File: src/hw/rtl/bpks_pkg.sv
// Shared definitions for the block-partitioned key store.
// Holds parameter defaults, request and status codes, and the memory command struct.
// No dependencies.
package bpks_pkg;

	localparam int NUM_BLOCKS_DEF  = 8;
	localparam int BLOCK_SLOTS_DEF = 256;
	localparam int KEY_BITS_DEF    = 32;

	// Fixed widths of the request and result fields.
	localparam int BLOCK_NUM_W = 3;
	localparam int KEY_IN_W    = 32;
	localparam int SLOT_OUT_W  = 11;

	localparam logic REQ_INSERT = 1'b0;
	localparam logic REQ_FIND   = 1'b1;

	typedef enum logic [1:0] {
		ST_OK      = 2'd0,
		ST_FULL    = 2'd1,
		ST_MISSING = 2'd2
	} status_t;

	// Per-cycle enables from the sequencer to the two memories.
	typedef struct packed {
		logic fill_rd;
		logic fill_wr;
		logic key_rd;
		logic key_wr;
	} mem_cmd_t;

endpackage

File: src/hw/rtl/bpks_ctrl.sv
// Sequencer for inserts and finds: issues memory reads, compares, writes back.
// Holds the result registers and the done strobe.
// Depends on bpks_pkg.
module bpks_ctrl #(
	parameter int NUM_BLOCKS  = bpks_pkg::NUM_BLOCKS_DEF,
	parameter int BLOCK_SLOTS = bpks_pkg::BLOCK_SLOTS_DEF,
	parameter int BLK_W       = 3,
	parameter int FILL_W      = 9,
	parameter int ADDR_W      = 11,
	parameter int SB          = 32
) (
	input  logic                               clk,
	input  logic                               arst_n,
	input  logic                               start,
	input  logic                               req_type,
	input  logic [bpks_pkg::BLOCK_NUM_W-1:0]   block_number,
	input  logic [bpks_pkg::KEY_IN_W-1:0]      key_value,
	output logic                               busy,
	output logic                               done,
	output bpks_pkg::status_t                  status,
	output logic [bpks_pkg::SLOT_OUT_W-1:0]    slot_index,
	output bpks_pkg::mem_cmd_t                 cmd,
	output logic [BLK_W-1:0]                   fill_rd_addr,
	output logic [BLK_W-1:0]                   fill_wr_addr,
	output logic [FILL_W-1:0]                  fill_wr_data,
	input  logic [FILL_W-1:0]                  fill_rd_data,
	output logic [ADDR_W-1:0]                  key_rd_addr,
	output logic [ADDR_W-1:0]                  key_wr_addr,
	output logic [SB-1:0]                      key_wr_data,
	input  logic [SB-1:0]                      key_rd_data
);

	localparam int BN_W  = bpks_pkg::BLOCK_NUM_W;
	localparam int OUT_W = bpks_pkg::SLOT_OUT_W;

	typedef enum logic [1:0] {
		S_IDLE,
		S_INS,
		S_FILL,
		S_WALK
	} state_t;

	state_t              state_q;
	logic [BLK_W-1:0]    blk_q;
	logic [SB-1:0]       key_q;
	logic [ADDR_W-1:0]   base_q;
	logic [FILL_W-1:0]   fill_q;
	logic [FILL_W-1:0]   j_q;
	logic                pend_s1;
	logic [ADDR_W-1:0]   paddr_s1;
	logic                done_q;
	bpks_pkg::status_t   status_q;
	logic [OUT_W-1:0]    slot_q;

	logic                   accept;
	logic [BLK_W+BN_W-1:0]  blk_ext;
	logic [BLK_W-1:0]       blk_idx;
	logic                   blk_oob;
	logic [ADDR_W-1:0]      base_ins;
	logic [ADDR_W+FILL_W-1:0] walk_sum;
	logic [ADDR_W+FILL_W-1:0] ins_sum;
	logic [ADDR_W-1:0]      walk_addr;
	logic [ADDR_W-1:0]      ins_addr;
	logic                   has_room;
	logic                   hit;
	logic                   more;
	logic                   last_blk;
	logic [BLK_W-1:0]       blk_nxt;

	// Global slot index cut or widened to the result field.
	function automatic logic [OUT_W-1:0] to_slot(input logic [ADDR_W-1:0] addr);
		logic [ADDR_W+OUT_W-1:0] ext;
		ext = {{OUT_W{1'b0}}, addr};
		return ext[OUT_W-1:0];
	endfunction

	assign accept   = start && (state_q == S_IDLE);
	assign blk_ext  = {{BLK_W{1'b0}}, block_number};
	assign blk_idx  = blk_ext[BLK_W-1:0];
	assign blk_oob  = blk_ext >= (BLK_W+BN_W)'(NUM_BLOCKS);
	assign base_ins = ADDR_W'(int'(blk_idx) * BLOCK_SLOTS);

	assign walk_sum  = {{FILL_W{1'b0}}, base_q} + {{ADDR_W{1'b0}}, j_q};
	assign ins_sum   = {{FILL_W{1'b0}}, base_q} + {{ADDR_W{1'b0}}, fill_rd_data};
	assign walk_addr = walk_sum[ADDR_W-1:0];
	assign ins_addr  = ins_sum[ADDR_W-1:0];

	assign has_room = fill_rd_data < FILL_W'(BLOCK_SLOTS);
	assign hit      = pend_s1 && (key_rd_data == key_q);
	assign more     = j_q < fill_q;
	assign last_blk = blk_q == BLK_W'(NUM_BLOCKS - 1);
	assign blk_nxt  = blk_q + BLK_W'(1);

	always_comb begin
		cmd.fill_rd = (accept && ((req_type == bpks_pkg::REQ_FIND) || !blk_oob))
			|| ((state_q == S_WALK) && !hit && !more && !last_blk);
		cmd.fill_wr = (state_q == S_INS) && has_room;
		cmd.key_wr  = (state_q == S_INS) && has_room;
		cmd.key_rd  = (state_q == S_WALK) && !hit && more;
	end

	assign fill_rd_addr = accept ? ((req_type == bpks_pkg::REQ_FIND) ? '0 : blk_idx) : blk_nxt;
	assign fill_wr_addr = blk_q;
	assign fill_wr_data = fill_rd_data + FILL_W'(1);
	assign key_wr_addr  = ins_addr;
	assign key_wr_data  = key_q;
	assign key_rd_addr  = walk_addr;

	always_ff @(posedge clk or negedge arst_n) begin
		if (!arst_n) begin
			state_q  <= S_IDLE;
			done_q   <= 1'b0;
			pend_s1  <= 1'b0;
			blk_q    <= '0;
			key_q    <= '0;
			base_q   <= '0;
			fill_q   <= '0;
			j_q      <= '0;
			paddr_s1 <= '0;
			status_q <= bpks_pkg::ST_OK;
			slot_q   <= '0;
		end else begin
			done_q <= 1'b0;
			unique case (state_q)
				S_IDLE: begin
					if (start) begin
						key_q <= key_value[SB-1:0];
						if (req_type == bpks_pkg::REQ_FIND) begin
							blk_q   <= '0;
							base_q  <= '0;
							state_q <= S_FILL;
						end else if (blk_oob) begin
							done_q   <= 1'b1;
							status_q <= bpks_pkg::ST_FULL;
							slot_q   <= '0;
						end else begin
							blk_q   <= blk_idx;
							base_q  <= base_ins;
							state_q <= S_INS;
						end
					end
				end
				S_INS: begin
					done_q  <= 1'b1;
					state_q <= S_IDLE;
					if (has_room) begin
						status_q <= bpks_pkg::ST_OK;
						slot_q   <= to_slot(ins_addr);
					end else begin
						status_q <= bpks_pkg::ST_FULL;
						slot_q   <= '0;
					end
				end
				S_FILL: begin
					fill_q  <= fill_rd_data;
					j_q     <= '0;
					pend_s1 <= 1'b0;
					state_q <= S_WALK;
				end
				S_WALK: begin
					if (hit) begin
						pend_s1  <= 1'b0;
						done_q   <= 1'b1;
						status_q <= bpks_pkg::ST_OK;
						slot_q   <= to_slot(paddr_s1);
						state_q  <= S_IDLE;
					end else if (more) begin
						pend_s1  <= 1'b1;
						paddr_s1 <= walk_addr;
						j_q      <= j_q + FILL_W'(1);
					end else begin
						pend_s1 <= 1'b0;
						if (last_blk) begin
							done_q   <= 1'b1;
							status_q <= bpks_pkg::ST_MISSING;
							slot_q   <= '0;
							state_q  <= S_IDLE;
						end else begin
							blk_q   <= blk_nxt;
							base_q  <= base_q + ADDR_W'(BLOCK_SLOTS);
							state_q <= S_FILL;
						end
					end
				end
				default: begin
					state_q <= S_IDLE;
				end
			endcase
		end
	end

	assign busy       = state_q != S_IDLE;
	assign done       = done_q;
	assign status     = status_q;
	assign slot_index = slot_q;

endmodule

File: config.mk
export PLATFORM = sky130hd
export DESIGN_NAME = bpks_ctrl
export DESIGN_NICKNAME = d
export VERILOG_FILES = /design/src/hw/rtl/bpks_pkg.sv /design/src/hw/rtl/bpks_ctrl.sv
export SDC_FILE = /design/constraint.sdc
export NUM_CORES = 1
export LEC_CHECK = 0
export BUFFER_PORTS_ARGS = -buffer_cell sky130_fd_sc_hd__buf_2
export CAP_MARGIN = 30
export CORE_MARGIN = 5
export CORE_UTILIZATION = 32
export CTS_BUF_LIST = sky130_fd_sc_hd__clkbuf_4
export CTS_CLUSTER_SIZE = 25
export DETAILED_ROUTE_END_ITERATION = 16
export SETUP_SLACK_MARGIN = 0.15
export SYNTH_ARGS = -nofsm -noshare
export SYNTH_HDL_FRONTEND = slang
export SYNTH_SLANG_ARGS = --single-unit
File: constraint.sdc
create_clock -name clk -period 2.8 [get_ports clk]
set_input_delay 0.56 -clock clk [delete_from_list [all_inputs] [get_ports clk]]
set_output_delay 0.56 -clock clk [all_outputs]
set_load 0.005 [all_outputs]
# Yosys cells after proc, flatten, opt, wreduce, memory -nomap -nowiden
# Cells that the tools add are included.
classes:
  n_bitwise: 1
  order_cmp: 3
  n_addsub: 6
  n_mux: 52
  n_reduce_logical: 25
  eq_ne: 15
ops:
  columns: ["op", "count"]
  rows:
  - ["11-bit 2-to-1 mux", 13]
  - ["11-bit case mux with 3 select lines", 1]
  - ["32-bit == test", 1]
  - ["2-bit 2-to-1 mux", 12]
  - ["3-bit 2-to-1 mux", 8]
  - ["11-bit by 9-bit adder with 11-bit output", 2]
  - ["11-bit case mux with 2 select lines", 1]
  - ["9-bit by 1-bit adder with 9-bit output, second input constant", 2]
  - ["9-bit 2-to-1 mux", 2]
  - ["9-bit case mux with 2 select lines", 1]
  - ["2-bit != test, second input constant", 7]
  - ["6-bit AND reduction", 2]
  - ["11-bit by 9-bit adder with 11-bit output, second input constant", 1]
  - ["9-bit less-than comparator", 1]
  - ["9-bit less-than comparator, second input constant", 1]
  - ["1-bit 2-to-1 mux", 9]
  - ["3-bit != test, second input constant", 3]
  - ["3-bit AND reduction", 3]
  - ["1-bit logical AND", 8]
  - ["2-bit case mux with 4 select lines", 1]
  - ["2-bit case mux with 3 select lines", 1]
  - ["3-bit case mux with 2 select lines", 1]
  - ["2-bit nonzero test", 3]
  - ["2-bit == test, second input constant", 2]
  - ["other kinds (12)", 16]
word_totals:
  regBits: 92
  word_cells: 113
  input_bits: 80

# Longest topological paths before layout
# Gate-level depths: netlist of the first run.
depth:
  depth_word: 7
  ltp_mapped: 9

# Worst setup path before layout of the first run
# No wires, ideal clock.
synth_path:
  path_kind: "input-to-output"
  startpoint: "in key_rd_data[31]"
  endpoint: "out cmd[3] (netlist name)"
  path_slack_ns: 0.234
  arrival_ns: 2.006
  cell_stages: 6
  required_ns: 2.240
  path_cell_list: "xor2_1 > nor4_1 > nand4_1 > o41a_1 > a21oi_2 > inv_1"
synth_lines:
  columns: ["item", "line", "source"]
  rows:
  - ["from (decl)", "bpks_ctrl.sv:30", "input logic [SB-1:0] key_rd_data"]
  - ["to (decl)", "bpks_ctrl.sv:22", "output bpks_pkg::mem_cmd_t cmd,"]

==> out/qor.csv, run 1 <==
stage,metric,value,unit
sta,tns,-0.4160,ns
logic_synthesis,yosys_warnings,0,
logic_synthesis,synth_async_sr_flop_share,1.000,
logic_synthesis,synth-seq-cells,84,
cts,cts_made_buffers,9,
cts,clock-sinks,84,
route,ant_nets,0,
route,wl,13140,µm
grt,grt_pass1_vias,4072,
run_status,status,finished with violations,
place,port_buffers,167,
logic_synthesis,synth.area.mux_share,0.04499,
power_and_ir_drop,p_seq_frac,0.399,
sta,drv_slew,0,
power_and_ir_drop,p_leak,3.136,nW
logic_synthesis,synth_fp_nets,564,
critical_path,crit_arrival,2.49,ns
logic_synthesis,synth_compound_area_frac,0.1058,
critical_path,end_kind,output pin,
critical_path,cpMaxStageDelayCell,o41a_1,
logic_synthesis,synth_edf_count,0,
power_and_ir_drop,comb_power_share,0.455,
critical_path,r2r-end,j_q[7],
place,dp_hpwl,10250,µm
critical_path,slowest_delay,0.53,ns
final_layout,nNetsFinal,735,
critical_path,required,2.24,ns
die,die-area,0.01655,mm²
power_and_ir_drop,p_int,0.003062,W
sta,fin_crit_sh,1.088,
die,num_rows,43,
logic_synthesis,synth_top_family_by_area,simple AND/OR/NAND/NOR gates,
grt,grt_pass1_wl,21170,µm
power_and_ir_drop,swShare,0.3922,
critical_path,rr_startpoint,j_q[7],
grt,grt_max_degree,55,
final_layout,fillers,1394,
critical_path,startpoint,key_wr_data[9],
sta,relSlewSlack,0.4741,
power_and_ir_drop,p_sw,0.001975,W
place,pre_cts_slack,-0.01964,ns
cts,clockRootBuffer,clkbuf_4,
die,fp.coreArea,0.01383,mm²
power_and_ir_drop,vdd_ir_drop_max,0.3170,mV
sta,worstMarginPinSlew,0.7837,ns
grt,globalRouteOverflowTotal,0,
die,fp.dieH,128.7,µm
critical_path,r2r_cells,7,
logic_synthesis,synth_adder_area_share,0.04166,
critical_path,reg2reg_slack,0.26,ns
critical_path,critPathKind,flip-flop to output pin,
final_layout,utilization,0.4213,
sta,setup_slack,-0.2459,ns
final_layout,area.growth.synth_to_final,29.30,%
logic_synthesis,syn_inst,469,
cts,clk-insertion-delay-late,0.45,ns
route,vias_per_cell,4.801,
critical_path,endpoint,cmd[3],
final_layout,drive_above_1_share,0.3783,
logic_synthesis,ys_seq_area_frac,0.4665,
sta,fmax,0.3283,GHz
sta,hold_viol_final,0,
logic_synthesis,synth-main-ff-cell,dfrtp_1,
route,vias,3966,
grt,gr-usage-all-layers,0.1606,
critical_path,path_depth,7,
logic_synthesis,synth_area_per_cell,9.607,µm²
route,drt-initial-drc-count,183,
grt,antenna_found_initial,1,
final_layout,fin_cells,826,
hold_path,hold_path.class,input pin to async pin,
sta,finalClockSkew,0.02399,ns
critical_path,cpLargestDelayFamily,compound AO/OA/AOI/OAI gates,
logic_synthesis,netlist_area,0.004506,mm²
sta,setup-violations-final,2,
run_status,violations,setup timing,
critical_path,worstPathCellList,xor2_2 > nor4_2 > nand4_1 > o41a_1 > a21oi_2 > inv_1 > buf_2,
critical_path,timing.critical_path.buf_inv,2,
flow_run,maxCapViolCount,0,
die,start_util,0.3259,
cts,cts_buffer_depth,2,
sta,finalCriticalPeriod,3.046,ns
logic_synthesis,synth.distinct_cells,55,
route,drcViolationCount,0,
logic_synthesis,yosys.area_share.simple,0.2036,
cts,htree_levels,3,
die,die_x,128.7,µm
sta,rsz0062_at_grt,yes,
cts,clk_pin_slew,0.15,ns
route,wl_per_cell,15.91,µm
critical_path,critPathLaunchType,flip-flop,
power_and_ir_drop,p_clk_frac,0.147,
logic_synthesis,yosys.area_share.xor_xnor,0.08359,
route,firstDrtPassIters,4,
cts,cts_tree,done,
place,dp_cells,802,
die,io-pin-count,168,
cts,hold_buffers,0,
power_and_ir_drop,p_per_area,864.7,mW/mm²
critical_path,cp_max_fo,3,
place,place_congestion,0.8389,
==> power groups by stage <==
stage	sequential (W)	combinational, W	clock [W]
after floorplan	0.00201	0.00128	0
after global placement	0.00202	0.00217	0
after detailed placement	0.00203	0.00223	0
after CTS	0.00201	0.00227	0.000764
after global routing	0.00206	0.00258	0.000825
final	0.00201	0.00229	0.000738
==> per-layer routing <==
metal	routed length, µm	track usage	vias to the layer above
met5	0	0	-
met4	139	0.04818	0
met3	1224	0.04815	10
met2	6102	0.2601	155
met1	5676	0.2078	1872
li1	-	-	1929
==> final cells by class <==
cell class                 instances  area [µm²]  area share
multi-input combinational        330        2195      0.3767
sequential                        84        2102      0.3608
timing repair buffer             196        1087      0.1866
tap                              180       225.2     0.03866
inverter                          19       73.82     0.01267
clock inverter                     7       72.57     0.01246
clock buffer                       9       67.56     0.01160
antenna                            1       2.502   0.0004296
==> cell usage after synthesis, drive strengths merged (2+ instances only) <==
cell	number	area, µm²
and3	2	12.51
and4	2	17.52
o211ai	2	15.01
a221o	12	121.4
or2	4	25.02
mux2i	3	30.03
clkbuf	24	90.09
nand2b	4	25.02
or4	5	37.54
nor3	4	20.02
dfrtp	84	2102
ha	15	187.7
nor4	12	87.58
nand4	8	50.05
o31ai	6	45.04
and2	14	87.58
a21o	4	30.03
a21oi	10	53.80
buf	12	81.33
nor3b	3	22.52
o21ai	17	85.08
nand3	7	35.03
nor2	5	18.77
nor2b	2	12.51
xnor2	13	113.9
inv	19	71.31
xor2	30	262.8
nand2	118	445.4
mux2	13	172.7
==> repair_timing <==
action	in CTS	in global routing
buffers inserted	2	5
gates resized for setup	1	5
setup endpoints to repair	2	11
pin swaps	8	8
==> registers in the layout, indices dropped and copies added (netlist names) <==
signal / count
key_wr_data: 32
paddr_s1: 11
slot_index: 11
fill_q: 9
j_q: 9
base_q: 3
fill_wr_addr: 3
state_q: 2
status: 2
done: 1
pend_s1: 1
==> metrics by stage <==
step | instance area, µm² | hold slack, ns | total power (W)
finish | 5826 | 0.1548 | 0.005037
global route | 5826 | 0.1732 | 0.005466
CTS | 5758 | 0.1453 | 0.005044
detailed placement | 5597 | 0.4698 | 0.004267
global placement | 5597 | 0.4680 | 0.004189
floorplan | 4506 | 0.2644 | 0.003287
==> placed cells by master, fill, tap and decap left out, drive strengths merged, types with 5 or more instances in the layout <==
cell / n
buf: 196
nand2: 118
dfrtp: 84
xor2: 30
inv: 22
o21ai: 17
ha: 15
and2: 14
xnor2: 13
mux2: 13
a221o: 12
nor4: 12
a21oi: 10
clkbuf: 9
nand4: 8
nand3: 7
o31ai: 6
or4: 5
nor2: 5
==> how the worst min path moves through the flow <==
stage,startpoint,endpoint,slack [ns],depth (start not counted)
2_1_floorplan,arst_n,base_q[10],0.26,0
3_3_place_gp,fill_q[0],fill_q[0],0.47,2
3_5_place_dp,status[0],status[0],0.47,1
4_1_cts,arst_n,base_q[8],0.15,1
5_1_grt,arst_n,paddr_s1[6],0.17,1
6_report,arst_n,done,0.15,1
==> cell families (layout without fill, tap and decap cells) <==
family / after synthesis / in the layout
buffers and inverters: 55 / 231
flip-flops: 84 / 84
AND/OR/NAND/NOR: 192 / 192
XOR/XNOR: 43 / 43
multiplexers: 16 / 16
adder cells (fa/ha/maj): 15 / 15
other: 0 / 1
AO/OA/AOI/OAI: 64 / 64
Power figures use the tool's default switching activity.
==> run 2, diff against run 1 <==
==> constraint.sdc (replaced) <==
create_clock -name clk -period 3.7 [get_ports clk]
set_input_delay 0.74 -clock clk [delete_from_list [all_inputs] [get_ports clk]]
set_output_delay 0.74 -clock clk [all_outputs]
set_load 0.005 [all_outputs]
==> run 2 against run 1 <==
The flow now finishes without violations. Via count rose by 0.66%. Setup slack improved by 0.64 ns. Sequential share of layout area rose by 1.3 points. Non-clock buffer count fell by 20. Die area did not move. Combinational power fell by 32%. Largest cell class unchanged. Highest routed layer unchanged.
==> out/qor.csv, run 2 (synthesis results as in run 1) <==
stage,metric,value,unit
sta,finalClockSkew,0.01639,ns
grt,gr-usage-all-layers,0.1642,
sta,setup_slack,0.3932,ns
power_and_ir_drop,p_leak,3.026,nW
die,fp.dieH,128.7,µm
die,start_util,0.3259,
power_and_ir_drop,vdd_ir_drop_max,0.2598,mV
place,pre_cts_slack,0.3229,ns
route,drcViolationCount,0,
place,place_congestion,0.8461,
route,wl_per_cell,16.43,µm
critical_path,cp_max_fo,5,
cts,clk-insertion-delay-late,0.45,ns
sta,worstMarginPinSlew,0.8291,ns
route,vias,3992,
power_and_ir_drop,p_sw,0.001465,W
cts,clock-sinks,84,
sta,finalCriticalPeriod,3.307,ns
final_layout,fillers,1377,
power_and_ir_drop,power.total,0.003680,W
final_layout,layout_common_cells,"166 x buf_2, 117 x nand2_1, 84 x dfrtp_1, 30 x xor2_1, 18 x inv_1",
sta,fin_crit_sh,0.8937,
sta,hold_viol_final,0,
critical_path,critPathKind,flip-flop to output pin,
final_layout,multi_input_area,0.002178,mm²
cts,cts_tree,done,
final_layout,utilization,0.4068,
grt,grt_pass1_wl,21580,µm
die,num_rows,43,
power_and_ir_drop,p_int,0.002215,W
grt,grt_pass1_vias,4077,
power_and_ir_drop,p_seq_frac,0.428,
sta,setup-violations-final,0,
cts,clk_pin_slew,0.14,ns
power_and_ir_drop,p_clk_frac,0.148,
cts,htree_levels,3,
cts,cts_made_buffers,9,
sta,drv_slew,0,
route,ant_nets,0,
sta,rsz0062_at_grt,no,
cts,cts_setup_buffers,0,
final_layout,drive_above_1_share,0.3536,
cts,clockRootBuffer,clkbuf_4,
route,firstDrtPassIters,4,
final_layout,final_common_cell,buf_2,
place,port_buffers,167,
final_layout,regArea,0.002102,mm²
power_and_ir_drop,p_per_area,654.2,mW/mm²
power_and_ir_drop,swShare,0.3981,
grt,globalRouteOverflowTotal,0,
critical_path,end_kind,output pin,
sta,holdWs,0.3172,ns
final_layout,largest_reg_flops,32,
sta,fmax,0.3024,GHz
route,wl,13240,µm
route,drt-initial-drc-count,252,
die,die-area,0.01655,mm²
die,die_x,128.7,µm
grt,grt_max_degree,52,
grt,antenna_found_initial,1,
hold_path,hold_path.class,input pin to async pin,
final_layout,area.growth.synth_to_final,24.85,%
critical_path,critPathLaunchType,flip-flop,
sta,tns,0,ns
critical_path,required,2.96,ns
place,dp_hpwl,10290,µm
flow_run,maxCapViolCount,0,
power_and_ir_drop,comb_power_share,0.424,
route,vias_per_cell,4.953,
cts,cts_buffer_depth,2,
die,io-pin-count,168,
die,fp.coreArea,0.01383,mm²
critical_path,crit_arrival,2.57,ns
run_status,status,finished clean,
final_layout,nNetsFinal,715,
sta,relSlewSlack,0.4436,
-- run 2: power by group through the flow --
stage / registers, W / clock network (W) / logic [W]
2_1_floorplan: 0.00152 / 0 / 0.000970
3_3_place_gp: 0.00158 / 0 / 0.00153
3_5_place_dp: 0.00159 / 0 / 0.00157
4_1_cts: 0.00157 / 0.000569 / 0.00158
5_1_grt: 0.00162 / 0.000608 / 0.00176
6_report: 0.00158 / 0.000546 / 0.00156
-- run 2: final cells by class --
| type | count | share of cell area |
|---|---|---|
| inverters | 19 | 0.01268 |
| well taps | 180 | 0.04004 |
| repair buffers | 176 | 0.1610 |
| multi-input cells | 330 | 0.3872 |
| clock buffers | 10 | 0.01335 |
| diodes | 1 | 0.0004448 |
| flip-flops and latches | 84 | 0.3737 |
| clock inverters | 6 | 0.01157 |
-- run 2: repair_timing --
| action | CTS | global route |
|---|---|---|
| resized for setup | 0 | 1 |
| endpoints found under the setup margin | 0 | 2 |
| hold buffers | 0 | 0 |
-- run 2: through the flow --
stage               instance area [µm²]  cells
finish                             5625    806
global route                       5625    806
CTS                                5614    805
detailed placement                 5474    789
global placement                   5474    789
floorplan                          4506    469
-- run 2: per-layer routing --
| metal | part of all wire | track usage | routed length, µm |
|---|---|---|---|
| met3 | 0.090 | 0.04442 | 1195 |
| met5 | 0 | 0 | 0 |
| met1 | 0.44 | 0.2193 | 5845 |
| met2 | 0.45 | 0.2573 | 5966 |
| met4 | 0.018 | 0.05806 | 235 |
-- run 2: critical path, stage by stage, from the launching register on --
cell	delay (ns)
dfrtp_1	0.44
xor2_1	0.19
nor4_1	0.34
nand4_1	0.24
o41a_1	0.54
a21oi_2	0.18
inv_1	0.06
buf_2	0.12
-- run 2: worst paths after layout --
path,from,to,slack [ns],depth (start not counted)
setup / recovery,key_wr_data[11],cmd[3],0.39,7
hold / removal,arst_n,fill_q[1],0.32,1
setup reg to reg,j_q[6],j_q[4],1.04,7
hold reg to reg,status[0],status[0],0.52,1
max in group asynchronous,arst_n,j_q[8],2.66,2
min in group clk,key_value[5],key_wr_data[5],0.47,3
