<file path="config.mk">
export PLATFORM = sky130hd
export DESIGN_NAME = bpks_fill_mem
export DESIGN_NICKNAME = d
export VERILOG_FILES = /design/src/hw/rtl/bpks_pkg.sv /design/src/hw/rtl/bpks_fill_mem.sv
export SDC_FILE = /design/constraint.sdc
export NUM_CORES = 1
export LEC_CHECK = 0
export ABC_AREA = 1
export ABC_CLOCK_PERIOD_IN_PS = 1900
export CELL_PAD_IN_SITES_DETAIL_PLACEMENT = 2
export CELL_PAD_IN_SITES_GLOBAL_PLACEMENT = 2
export CORE_MARGIN = 2
export CORE_UTILIZATION = 45
export CTS_CLUSTER_DIAMETER = 30
export CTS_CLUSTER_SIZE = 14
export DETAILED_ROUTE_END_ITERATION = 6
export DONT_BUFFER_PORTS = 1
export PLACE_DENSITY_LB_ADDON = 0.2
export SKIP_LAST_GASP = 1
export SLEW_MARGIN = 40
export SYNTH_ARGS = -nofsm -noshare
export SYNTH_HDL_FRONTEND = slang
export SYNTH_SLANG_ARGS = --single-unit
</file>
<file path="constraint.sdc">
create_clock -name clk -period 1.9 [get_ports clk]
set_clock_uncertainty 0.1 [all_clocks]
set_input_delay 0.57 -clock clk [delete_from_list [all_inputs] [get_ports clk]]
set_output_delay 0.57 -clock clk [all_outputs]
set_load 0.02 [all_outputs]
</file>
<file path="src/hw/rtl/bpks_pkg.sv">
// Shared definitions for the block-partitioned key store.
// Holds parameter defaults, request and status codes, and the memory command struct.
// No dependencies.
package bpks_pkg;

	localparam int NUM_BLOCKS_DEF  = 8;
	localparam int BLOCK_SLOTS_DEF = 256;
	localparam int KEY_BITS_DEF    = 32;

	// Fixed widths of the request and result fields.
	localparam int BLOCK_NUM_W = 3;
	localparam int KEY_IN_W    = 32;
	localparam int SLOT_OUT_W  = 11;

	localparam logic REQ_INSERT = 1'b0;
	localparam logic REQ_FIND   = 1'b1;

	typedef enum logic [1:0] {
		ST_OK      = 2'd0,
		ST_FULL    = 2'd1,
		ST_MISSING = 2'd2
	} status_t;

	// Per-cycle enables from the sequencer to the two memories.
	typedef struct packed {
		logic fill_rd;
		logic fill_wr;
		logic key_rd;
		logic key_wr;
	} mem_cmd_t;

endpackage

</file>
<file path="src/hw/rtl/bpks_fill_mem.sv">
// Fill count memory: one count per block, one read and one write port.
// Each entry has a valid bit that reset clears, so an unwritten count reads as zero.
// Depends on bpks_pkg.
module bpks_fill_mem #(
	parameter int NUM_BLOCKS = bpks_pkg::NUM_BLOCKS_DEF,
	parameter int BLK_W      = 3,
	parameter int FILL_W     = 9
) (
	input  logic                 clk,
	input  logic                 arst_n,
	input  bpks_pkg::mem_cmd_t   cmd,
	input  logic [BLK_W-1:0]     rd_addr,
	input  logic [BLK_W-1:0]     wr_addr,
	input  logic [FILL_W-1:0]    wr_data,
	output logic [FILL_W-1:0]    rd_data
);

	logic [FILL_W-1:0]     mem [NUM_BLOCKS];
	logic [NUM_BLOCKS-1:0] valid_q;
	logic [FILL_W-1:0]     rd_data_q;
	logic                  rd_valid_q;

	always_ff @(posedge clk) begin
		if (cmd.fill_wr) begin
			mem[wr_addr] <= wr_data;
		end
		if (cmd.fill_rd) begin
			rd_data_q <= mem[rd_addr];
		end
	end

	always_ff @(posedge clk or negedge arst_n) begin
		if (!arst_n) begin
			valid_q    <= '0;
			rd_valid_q <= 1'b0;
		end else begin
			if (cmd.fill_wr) begin
				valid_q[wr_addr] <= 1'b1;
			end
			if (cmd.fill_rd) begin
				rd_valid_q <= valid_q[rd_addr];
			end
		end
	end

	assign rd_data = rd_valid_q ? rd_data_q : '0;

endmodule

</file>
; ---- Word-level counts from Yosys, hierarchy flattened
; Memory sizes are Yosys's and may differ from the RTL's. A register that Yosys moved wholly into a read port is not among the register bits.
; Cells that the tools add are included.
[op_classes]
magnitude_cmp = 3
n_mux = 7
bitwise = 1
reduce_logical = 1
[ops]
columns = operator, n
row1 = 9-bit two-way mux, 1
row2 = 3-bit by 4-bit < comparator with 1-bit output (second input constant), 2
row3 = 8-bit bitwise OR, 1
row4 = 1-bit two-way mux, 4
row5 = 1-bit binary-select mux with 3-bit select, 1
row6 = 1-bit demux with 3-bit select, 1
row7 = 3-bit by 1-bit greater-or-equal comparator with 1-bit output (second input constant), 1
row8 = 1-bit logical AND, 1
[word_totals]
regBits = 9
mem_bits_rw = 72
input_bits = 21
output_inout_bits = 9
memories = 1
[memory_table]
columns = name, depth, width, read_ports, rd_ports_with_merged_regs, wr, line
row1 = mem, 8, 9, 1, 1, 1, bpks_fill_mem.sv:18  ; logic [FILL_W-1:0] mem [NUM_BLOCKS];

; ---- Logic depth before layout (Yosys ltp)
; Gate-level depths: netlist of run 1.
[depth]
depth_word = 5
ltp_mapped = 7

; ---- Least setup slack after synthesis of run 1
; No wires, ideal clock.
[synth_timing]
path_type = input -> register
start = input port wr_addr[0]
end = memory mem[0][0] (enable)
setup_ps = 374
arrival_ps = 1165
t_required_ps = 1426
slack_ps = 261
stages = 3
cell_sequence = inv_1 > nand2_1 > nor2_1
[synth_rtl]
columns = element, line
row1 = from (decl), bpks_fill_mem.sv:13  ; input logic [BLK_W-1:0] wr_addr,
row2 = to (decl), bpks_fill_mem.sv:18
; Straight into the memory's write port.

; ---- Final worst setup path of run 1
[layout_timing]
start = register rd_valid_q
end = output port rd_data[2]
[layout_between]
elab_chain_len = 1
[layout_lines]
columns = element, line
row1 = from (decl), bpks_fill_mem.sv:21  ; logic rd_valid_q;
row2 = from (signal assigned), bpks_fill_mem.sv:41  ; rd_valid_q <= valid_q[rd_addr];
row3 = 9-bit two-way mux, bpks_fill_mem.sv:46  ; assign rd_data = rd_valid_q ? rd_data_q : '0;
row4 = to (decl), bpks_fill_mem.sv:15  ; output logic [FILL_W-1:0] rd_data
; No other way between the ends.

==> results of run 1 <==
## cell usage after synthesis
master	number	area share [%]
sky130_fd_sc_hd__nor2_1	53	5.6
sky130_fd_sc_hd__o22ai_1	9	1.6
sky130_fd_sc_hd__edfxtp_1	81	68
sky130_fd_sc_hd__buf_4	3	0.63
sky130_fd_sc_hd__inv_1	22	2.3
sky130_fd_sc_hd__o21ai_1	23	3.2
sky130_fd_sc_hd__buf_2	7	0.98
sky130_fd_sc_hd__clkbuf_1	4	0.42
sky130_fd_sc_hd__inv_2	1	0.11
sky130_fd_sc_hd__o21ai_0	30	4.2
sky130_fd_sc_hd__dfrtp_1	9	6.3
sky130_fd_sc_hd__nand2_1	52	5.5
sky130_fd_sc_hd__nand3_1	7	0.98
sky130_fd_sc_hd__clkinv_1	1	0.11
## cells by family (layout without fill, tap and decap cells)
family / count (synthesis) / after routing / share of synthesized area (%)
buffers and inverters: 38 / 51 / 4.55
flip-flops: 90 / 90 / 74.4
AND/OR/NAND/NOR: 112 / 112 / 12.0
AO/OA/AOI/OAI: 62 / 62 / 9.00
## repair_timing
action	in CTS	in global routing
gates resized for setup	0	1
endpoints found under the hold margin	9	0
setup endpoints to repair	0	7
hold buffers	1	0
## stage by stage
| step | setup WS, ns | cells | total power [W] | util, % |
|---|---|---|---|---|
| after floorplan | 0.261 | 302 | 0.00246 | - |
| after global placement | 0.319 | 400 | 0.00249 | 47.9 |
| after detailed placement | 0.240 | 400 | 0.00251 | 47.9 |
| after CTS | 0.0318 | 417 | 0.00382 | 50.5 |
| after global routing | 0.0947 | 417 | 0.00393 | 50.6 |
| final | 0.161 | 417 | 0.00379 | 50.6 |
## power by group through the flow
stage	Sequential (W)	Combinational (W)	Clock (W)
2_1_floorplan	0.00229	0.000174	0
4_1_cts	0.00226	0.000218	0.00135
6_report	0.00226	0.000214	0.00132
3_3_place_gp	0.00229	0.000198	0
5_1_grt	0.00226	0.000243	0.00142
3_5_place_dp	0.00230	0.000210	0
## sequential cells by signal, indices dropped and copies added (netlist names)
name and flops:
rd_valid_q 1, valid_q 8, mem 72, rd_data_q 9
## area by class of cell
type | instances | area (sq um)
multi-input cells | 174 | 751
flip-flops and latches | 90 | 2660
clock inverters | 6 | 66.3
well taps | 102 | 128
inverters | 24 | 90.1
fillers | 779 | 3820
clock buffers | 10 | 128
repair buffers | 11 | 85.1
## worst paths after layout
kind	end	slack, ns	startpoint	cells after the start
setup / recovery	rd_data[2]	0.16	rd_valid_q$_DFFE_PN0P_	2
max in group asynchronous	rd_valid_q$_DFFE_PN0P_	0.92	arst_n	1
setup reg to reg	rd_data_q[8]$_DFFE_PP_	0.64	mem[4][8]$_DFFE_PP_	6
hold / removal	mem[2][6]$_DFFE_PP_	0.19	wr_data[6]	0
hold reg to reg	valid_q[3]$_DFFE_PN0P_	0.37	valid_q[3]$_DFFE_PN0P_	2
min in group asynchronous	valid_q[6]$_DFFE_PN0P_	0.46	arst_n	1
## routing by layer
layer	wire [microns]	vias to the layer above	track usage (%)	part of all wire, %
met5	0	-	0	0
met4	245	0	11.0	2.7
met3	270	19	4.27	3.0
met2	4600	48	39.3	51
met1	3820	1166	27.7	43
li1	-	1048	-	-
==> run summary, run 1 <==
The max-capacitance violation count is 0. The worst-case IR drop observed on VDD is 0.490 mV. The part of the total power dissipated in sequential elements is 59.6%.

The total grt overflow came out at 0. The number of nets handed over by synthesis was approximately 320. Routability-driven placement finished with a final weighted congestion of roughly 0.70. The chip height is approximately 93 microns. Traced cell by cell, the critical path runs through nand2_1 > inv_1. The post-DP HPWL came out at ~5700 microns.

The placed cell area came out at 3700 sq um. The number of pins exceeding their max-slew limit in the final report was 0. The post-synthesis cell type count is 14. The worst-case clock buffer depth is 2. The initialized floorplan defines 32 standard-cell rows.

Setup repair after global routing left no endpoint under its margin. The floorplan die area is just under 9000 sq um. The count of buffering cells on the critical path with inverters included came out at 1. The sequential-to-total area share from yosys stat came out at 74.4%. The via count of the first global-routing pass is approximately 2600.

The transition at the pin with the smallest max-transition slack came out at around 0.43 ns. The mean cell area of the mapped netlist is 11.8 sq um. The power per cell area came out at between 900 and 1000 nW/um^2. The relative slew slack is 71.5%.

The number of nets with antenna violations after routing came out at 0. The remaining design rule violation count came out at 0. The total clock buffers created by CTS is 9. The min-delay analysis places its worst path in the category in2reg. The overall track demand over capacity in global routing is 22.8%. CTS placed an instance of sky130_fd_sc_hd__clkbuf_8 at the clock tree root. Leaving out fill and tap cells, the most frequent cells in the layout are sky130_fd_sc_hd__edfxtp_1, sky130_fd_sc_hd__nor2_1, sky130_fd_sc_hd__nand2_1. The number of failing setup endpoints in the final timing report is 0. Leaving out fill and tap cells, the most frequent cell in the layout is sky130_fd_sc_hd__edfxtp_1. The total vias in the final route came out at approximately 2300. The chip width is 93.1 microns. The mapped netlist covers between 3000 and 4000 sq um. The part of the cycle the worst path needs came out at 91.5%. The instance count of the mapped netlist came out at 302. The wire length of the first global-routing pass is 14000 microns. The initial cell density of the core is 46.2%. Pin placement for this block handled 30 I/O pins. The flow ran to the end, and the final reports show no timing, DRC or antenna violations.

The maximum clock rate came out at between 500 and 600 MHz. The quantity of I/O buffers inserted on ports is 0. The violation count after the first detailed-route iteration is 77.

The detailed-router iteration count before antenna repair is 4. After detailed routing, the total wire length is 8940 microns. The worst setup path is launched from a flop. The final period demand of the worst path came out at 1.74 ns. In this run the power spent charging and discharging nets is slightly below 0.0009 W. In this run switching power makes up 23.2% of total power. During synthesis, Yosys emitted a total of 0 warnings. The reported leakage power is 1.46 nW. The final-report hold violation count is 0. Dividing the detail-routed via count by the number of cells gives 5.47. Dividing the detail-routed wire length by the instance count gives 21.4 microns. The slowest stage of the critical path belongs to the cell sky130_fd_sc_hd__dfrtp_2. The tightest hold path in the finished design has a slack of 0.192 ns. The largest net degree at the start of global routing is 42. Of all nets on the critical path, the largest fanout is 10. The placeable core region is 7730 sq um.

The initial antenna violation count is 0. The register clock-pin slew on the reported worst setup and hold paths is 0.10 ns. The final sum of negative setup slack is 0 ns. The number of nets in the layout is 331.

TritonCTS built the clock tree. Internal power comes to 0.00291 W. Buffers added to address setup during post-CTS repair amount to 0. The insertion delay of the later-clocked pin in the worst-skew pair is 0.37 ns. The area added between synthesis and finish came out at 9.39%. The clock tree synthesis step divided the H-tree into 3 levels.

The top cell family by delay on the critical path is flip-flops. The clock share of power came out at 34.7%. At the worst endpoint, the required time is about 1.2 ns. The combinational share of power came out at 5.7%. The number of sinks driven by the clock tree came out at 90.

The critical path is of the reg2out type. In the final layout, the share of cells above drive strength 1 is 8.57%. The number of diodes added for antenna fixing is 0.

The finished cells cover around 3900 sq um. The number of storage elements in the synthesis netlist came out at 90. The largest stage delay on the critical path is ~0.47 ns. STA puts the critical path data arrival time at 1.07 ns. The category of the worst setup path capture point is a primary output.
No activity file was read; power rests on OpenSTA's default activity.
==> run 2, diff against run 1 <==
ABC_CLOCK_PERIOD_IN_PS = not set   (was 1900)
CAP_MARGIN = 20   (was not set)
CORE_UTILIZATION = 25   (was 45)
==> run summary, run 2 (synthesis results as in run 1) <==
The number of cells traversed by the worst register-to-register path came out at 6 (unchanged). The number of instances on the worst hold path came out at 0 (unchanged). The utilization after layout came out at 30.0% (-21 points). The insertion delay of the later-clocked pin in the worst-skew pair is 0.34 ns (-0.03 ns). The violation count after the first detailed-route iteration came out at 102 (+32%). The cell depth of the worst setup path came to 3 (+1).

Setup repair after global routing left no endpoint under its margin. The largest stage delay on the critical path is 0.33 ns (-0.14 ns). The count of buffering cells on the critical path with inverters included came out at 2 (+1). The critical path in this run is classified as reg2out. The floorplan die area is 15300 sq um (+76%). The startpoint type of the worst setup path is a flop.

The highest fanout seen on the critical path was 10 (unchanged). The area added between synthesis and finish came out at 17.0%. The number of H-tree levels is 3 (unchanged). The share of post-route cells with drive strength above 1 came out at 10.6% (+2.0 points). The number of sinks driven by the clock tree came out at 90 (unchanged). The quantity of I/O buffers inserted on ports was 0 (unchanged). TritonCTS built the clock tree. The part of the cycle the worst path needs came out at 95.3% (+3.8 points). The total wire length after detailed routing came to 9470 microns (+6.0%). The final sum of negative setup slack is 0 ns (unchanged).

The via count of the first global-routing pass is 2511 (-2.3%). The number of nets with antenna violations after routing came out at 0 (unchanged). The power spent charging and discharging nets is 0.000961 W (+9.3%). Counting flops per register, the top entry is mem. The register-to-register setup slack is 0.76 ns (+0.12 ns). Among cell families on the critical path, the largest total delay comes from buffers and inverters.

The number of nets in the layout is 338 (+2.1%). The total vias in the final route came to 2285 (+0.18%). The reported leakage power came out at 1.55 nW (+6.3%). The largest registers in the layout are mem: 72 flops, rd_data_q: 9 flops, valid_q: 8 flops. The combinational share of power came out at 5.3% (-0.4 points). The initial cell density of the core is 25.6% (-21 points).

The final period demand of the worst path was 1.81 ns (+0.0725 ns). The overall track demand over capacity in global routing came out at 13.4% (-9.4 points). The library cell used most frequently in the layout, excluding fill and tap cells, is sky130_fd_sc_hd__edfxtp_1. The total clock buffers created by CTS came out at 9 (unchanged). The proportion of total power due to net switching is 22.4% (-0.88 points). The wire length of the first global-routing pass is 14500 microns (+3.5%). The total grt overflow came out at 0 (unchanged).

The transition at the pin with the smallest max-transition slack is 0.466 ns (+0.0404 ns). The worst-case clock buffer depth came out at 2 (unchanged). On the critical path, the stage with the largest delay is an instance of sky130_fd_sc_hd__dfrtp_1.

The largest net degree at the start of global routing was 42 (unchanged). The library cells used most frequently in the layout, excluding fill and tap cells, are sky130_fd_sc_hd__edfxtp_1, sky130_fd_sc_hd__nor2_1, sky130_fd_sc_hd__nand2_1. The chip height is 124 microns (+33%).

The flow ran to the end, and the final reports show no timing, DRC or antenna violations. The number of failing setup endpoints in the final timing report came to 0 (unchanged). The number of pins exceeding their max-slew limit in the final report came out at 0 (unchanged).

The floorplan row count came out at 43 (+34%). The clock share of power came to 42.3% (+7.6 points). The post-CTS setup buffer count came out at 0 (unchanged). The detailed-router iteration count before antenna repair came out at 4 (unchanged). The flip-flop count of the largest register after layout came out at 72 (unchanged). The I/O pin count came to 30 (unchanged). The worst-case setup margin in the final layout came to 0.0884 ns (-0.0725 ns). The wire length per cell is 18.9 microns (-12%). The number of fill cells in the layout is 1493 (+92%). The placeable core region came to 13900 sq um (+80%). The worst-case vdd ir drop came out at 0.625 mV (+28%).

The sequential standard cell area is 2660 sq um (about the same). STA classifies the critical path endpoint as a primary output. The power per cell area is 1030 nW/um^2 (+6.2%). The multi-input combinational cell area came out at 751 sq um (unchanged). The chip width came out at 124 microns (+33%). The global placement routability congestion came out at 0.696 (-0.46%). The internal power component came out at 0.00334 W (+15%). The signal arrival time at the worst endpoint came out at 1.14 ns (+0.07 ns). The worst setup slack after placement is 0.256 ns (+0.0165 ns).

The minimum hold slack is 0.220 ns (+0.0274 ns). The remaining design rule violation count came out at 0 (unchanged). The number of diodes added for antenna fixing was 0 (unchanged). The worst hold path belongs to the class in2reg. The relative slew slack is 68.8% (-2.7 points). The final-report hold violation count came out at 0 (unchanged). The post-DP HPWL is 6020 microns (+6.3%). Traced cell by cell, the critical path runs through buf_4 > nand2_1 > inv_1.

The initial antenna violation count is 0 (unchanged). The clock tree root driver cell is sky130_fd_sc_hd__clkbuf_16. The register clock-pin slew on the reported worst setup and hold paths is 0.07 ns (-0.03 ns).

The part of the total power dissipated in sequential elements is 52.3% (-7.3 points). The data required time of the worst path came out at 1.23 ns (about the same). The maximum clock rate came out at 552 MHz (-4.0%). The ratio of routed vias to standard cells is 4.55 (-17%). The max-capacitance violation count is 0 (unchanged).
==> run 2: changes by cell type in the layout (fill, tap and decap cells not counted) <==
cell                        before  now
sky130_fd_sc_hd__dfrtp_2         1    0
sky130_fd_sc_hd__inv_8           0    1
sky130_fd_sc_hd__dfrtp_1         8    9
sky130_fd_sc_hd__clkbuf_1        1    0
sky130_fd_sc_hd__clkbuf_8        9    0
sky130_fd_sc_hd__buf_4          10   16
sky130_fd_sc_hd__buf_12          0    1
sky130_fd_sc_hd__clkbuf_16       0    9
==> run 2: what timing repair did <==
action | CTS | global route
gates resized for setup | 0 | 0
hold buffers | 1 | 0
endpoints found under the hold margin | 9 | 0
==> run 2: power groups by stage <==
stage	logic (W)	clock network (W)	registers [W]
floorplan	0.000174	0	0.00229
global placement	0.000227	0	0.00229
detailed placement	0.000231	0	0.00229
CTS	0.000238	0.00186	0.00225
global route	0.000264	0.00193	0.00226
finish	0.000230	0.00182	0.00225
==> run 2: stage by stage <==
stage,instances,cell area [sq um],total power (W)
global route,502,4180,0.00445
CTS,502,4180,0.00435
floorplan,302,3570,0.00246
global placement,485,3860,0.00252
finish,502,4180,0.00430
detailed placement,485,3860,0.00253
==> run 2: worst reg2reg max path: cells and delay by family (launching register included) <==
kind	cells	cell delay (ns)
AO/OA/AOI/OAI	2	0.17
AND/OR/NAND/NOR	4	0.27
flip-flops	1	0.37
==> run 2: final cells by class <==
type / count / share of cell area [%]
flip-flops and latches: 90 / 63.6
well taps: 180 / 5.39
clock inverters: 7 / 1.86
inverters: 24 / 2.16
multi-input cells: 174 / 18.0
clock buffers: 9 / 5.39
repair buffers: 18 / 3.59
==> run 2: layer usage <==
layer,GRT usage [%],vias to the layer above,part of all wire [%]
li1,-,1063,-
met1,16.3,1177,45
met2,23.2,38,50
met3,3.60,7,3.7
met4,4.05,0,1.1
met5,0,-,0
==> run 2: final timing paths <==
path                                         from                     end
max in group asynchronous                  arst_n  valid_q[1]$_DFFE_PN0P_
hold reg to reg            valid_q[7]$_DFFE_PN0P_  valid_q[7]$_DFFE_PN0P_
min in group asynchronous                  arst_n  valid_q[2]$_DFFE_PN0P_
setup reg to reg              mem[4][1]$_DFFE_PP_  rd_data_q[1]$_DFFE_PP_
setup / recovery           rd_valid_q$_DFFE_PN0P_              rd_data[3]
hold / removal                         wr_data[0]     mem[7][0]$_DFFE_PP_
==> run 3, diff against run 2 <==
MAX_ROUTING_LAYER = met4   (was not set)
==> run summary, run 3 (synthesis results as in run 1) <==
The final-report hold violation count was 0 (unchanged). Setup repair after global routing left no endpoint under its margin. The chip width was 124 microns (unchanged).

The top cell types in the final layout, fill and taps aside, are sky130_fd_sc_hd__edfxtp_1, sky130_fd_sc_hd__nor2_1, sky130_fd_sc_hd__nand2_1. The worst-case vdd ir drop is 0.625 mV (about the same). The power per cell area is 1030 nW/um^2 (about the same). The post-DP HPWL came out at 6020 microns (unchanged).

The register clock-pin slew on the reported worst setup and hold paths was 0.07 ns (about the same). The remaining design rule violation count came to 0 (unchanged). The global placement routability congestion came out at 0.704 (+1.1%). The detailed-router iteration count before antenna repair is 4 (unchanged). The signal on the critical path passes through buf_4 > nand2_1 > inv_1. The largest stage delay on the critical path was 0.33 ns (about the same). The share of post-route cells with drive strength above 1 is 10.6% (unchanged). The worst setup path is launched from a flop. The final period demand of the worst path came out at 1.81 ns (-0.00111 ns). The data required time of the worst path came out at 1.23 ns (about the same). The worst-case clock buffer depth came out at 2 (unchanged).

The post-route total power is 0.00430 W (about the same). The insertion delay of the later-clocked pin in the worst-skew pair is 0.34 ns (about the same). The critical path is of the reg2out type. The relative slew slack came to 68.8% (about the same). The quantity of I/O buffers inserted on ports is 0 (unchanged). The total grt overflow is 0 (unchanged). The category of the worst setup path capture point is a primary output. The placeable core region is 13900 sq um (unchanged).

The number of pins exceeding their max-slew limit in the final report was 0 (unchanged). The number of nets with antenna violations after routing came out at 0 (unchanged). The flow ran to the end, and the final reports show no timing, DRC or antenna violations. The floorplan die area is 15300 sq um (unchanged). The largest net degree at the start of global routing is 42 (unchanged). The path class of the tightest hold or removal check is in2reg. The wire length per cell is 18.9 microns (about the same).

The register bank with the most flops is mem. The initial antenna violation count came out at 0 (unchanged). The final sum of negative setup slack came out at 0 ns (unchanged). The ratio of routed vias to standard cells was 4.55 (about the same). The reported leakage power came to 1.55 nW (unchanged). The number of sinks driven by the clock tree came to 90 (unchanged). The number of fill cells in the layout is 1493 (unchanged). The leading cell type in the layout, fill and taps excluded is sky130_fd_sc_hd__edfxtp_1. The area added between synthesis and finish is 17.0% (unchanged).

The worst-case setup margin in the final layout was 0.0895 ns (+0.00111 ns). The total wire length after detailed routing is 9470 microns (about the same). The chip height came out at 124 microns (unchanged).

The flip-flop count of the largest register after layout came out at 72 (unchanged). The total vias in the final route is 2286 (+0.044%). The I/O pin count is 30 (unchanged). The number of failing setup endpoints in the final timing report is 0 (unchanged). The number of H-tree levels is 3 (unchanged).

The largest registers in the layout are mem: 72 flops, rd_data_q: 9 flops, valid_q: 8 flops. The initial cell density of the core came out at 25.6% (unchanged). The quantity of gates resized following cts was 0 (unchanged). The max-capacitance violation count came out at 0 (unchanged).

The worst setup slack after placement is 0.256 ns (unchanged). The signal arrival time at the worst endpoint is 1.14 ns (about the same). The post-placement cell count is 485 (unchanged).

The overall track demand over capacity in global routing came out at 13.8% (+0.41 points). TritonCTS built the clock tree. The via count of the first global-routing pass is 2514 (+0.12%). Among all stages on the critical path, the largest delay is contributed by sky130_fd_sc_hd__dfrtp_1. The highest fanout seen on the critical path came out at 10 (unchanged). The number of cells in the finished layout apart from fillers is 502 (unchanged).

The utilization after layout is 30.0% (unchanged). The floorplan row count is 43 (unchanged). The total clock buffers created by CTS was 9 (unchanged). The transition at the pin with the smallest max-transition slack is 0.466 ns (+0.000186 ns).

The number of diodes added for antenna fixing is 0 (unchanged). The number of nets in the layout came out at 338 (unchanged). The wire length of the first global-routing pass is 14400 microns (-0.34%). The part of the cycle the worst path needs came to 95.3% (about the same).

The violation count after the first detailed-route iteration came out at 114 (+12%). The tree is rooted in a sky130_fd_sc_hd__clkbuf_16. The maximum clock rate is 552 MHz (about the same).
run 3: through the flow:
step | cell area, sq um | hold WS (ns)
after floorplan | 3570 | 0.174
after global placement | 3860 | 0.175
after detailed placement | 3860 | 0.175
after CTS | 4180 | 0.208
after global routing | 4180 | 0.197
final | 4180 | 0.220
run 3: area by class of cell:
class                      count  area [sq um]  share of cell area, %
timing repair buffer          18           150                   3.59
tap                          180           225                   5.39
inverter                      24          90.1                   2.16
sequential                    90          2660                   63.6
multi-input combinational    174           751                   18.0
clock inverter                 7          77.6                   1.86
clock buffer                   9           225                   5.39
run 3: layer usage:
metal  wire, microns  track usage, %  share of wire (%)
met2            4740            23.3                 50
met3             399            3.74                4.2
met4              96            3.62                1.0
met5               0               -                  0
met1            4240            16.4                 45
run 3: report_power, final:
group          internal, W  switching [W]  total [W]
Clock              0.00103       0.000786    0.00182
Sequential         0.00223      0.0000168    0.00225
Combinational    0.0000734       0.000156   0.000229
run 3: final timing paths:
kind | start | end | slack (ns) | cells after the start
setup / recovery | rd_valid_q$_DFFE_PN0P_ | rd_data[3] | 0.09 | 3
hold / removal | wr_data[0] | mem[7][0]$_DFFE_PP_ | 0.22 | 0
setup reg to reg | mem[4][1]$_DFFE_PP_ | rd_data_q[1]$_DFFE_PP_ | 0.76 | 6
hold reg to reg | valid_q[7]$_DFFE_PN0P_ | valid_q[7]$_DFFE_PN0P_ | 0.36 | 2
max in group asynchronous | arst_n | valid_q[1]$_DFFE_PN0P_ | 0.87 | 1
min in group asynchronous | arst_n | valid_q[2]$_DFFE_PN0P_ | 0.51 | 1
run 3: repair_timing:
action	in CTS	in global routing
hold buffers	1	0
setup buffers	0	0
hold endpoints to repair	9	0
run 3: worst max-delay path: cells and delay by family (launching register included):
kind / cells / cell delay [ns]
buffers and inverters: 2 / 0.37
and+or+nand+nor: 1 / 0.09
DFF: 1 / 0.33
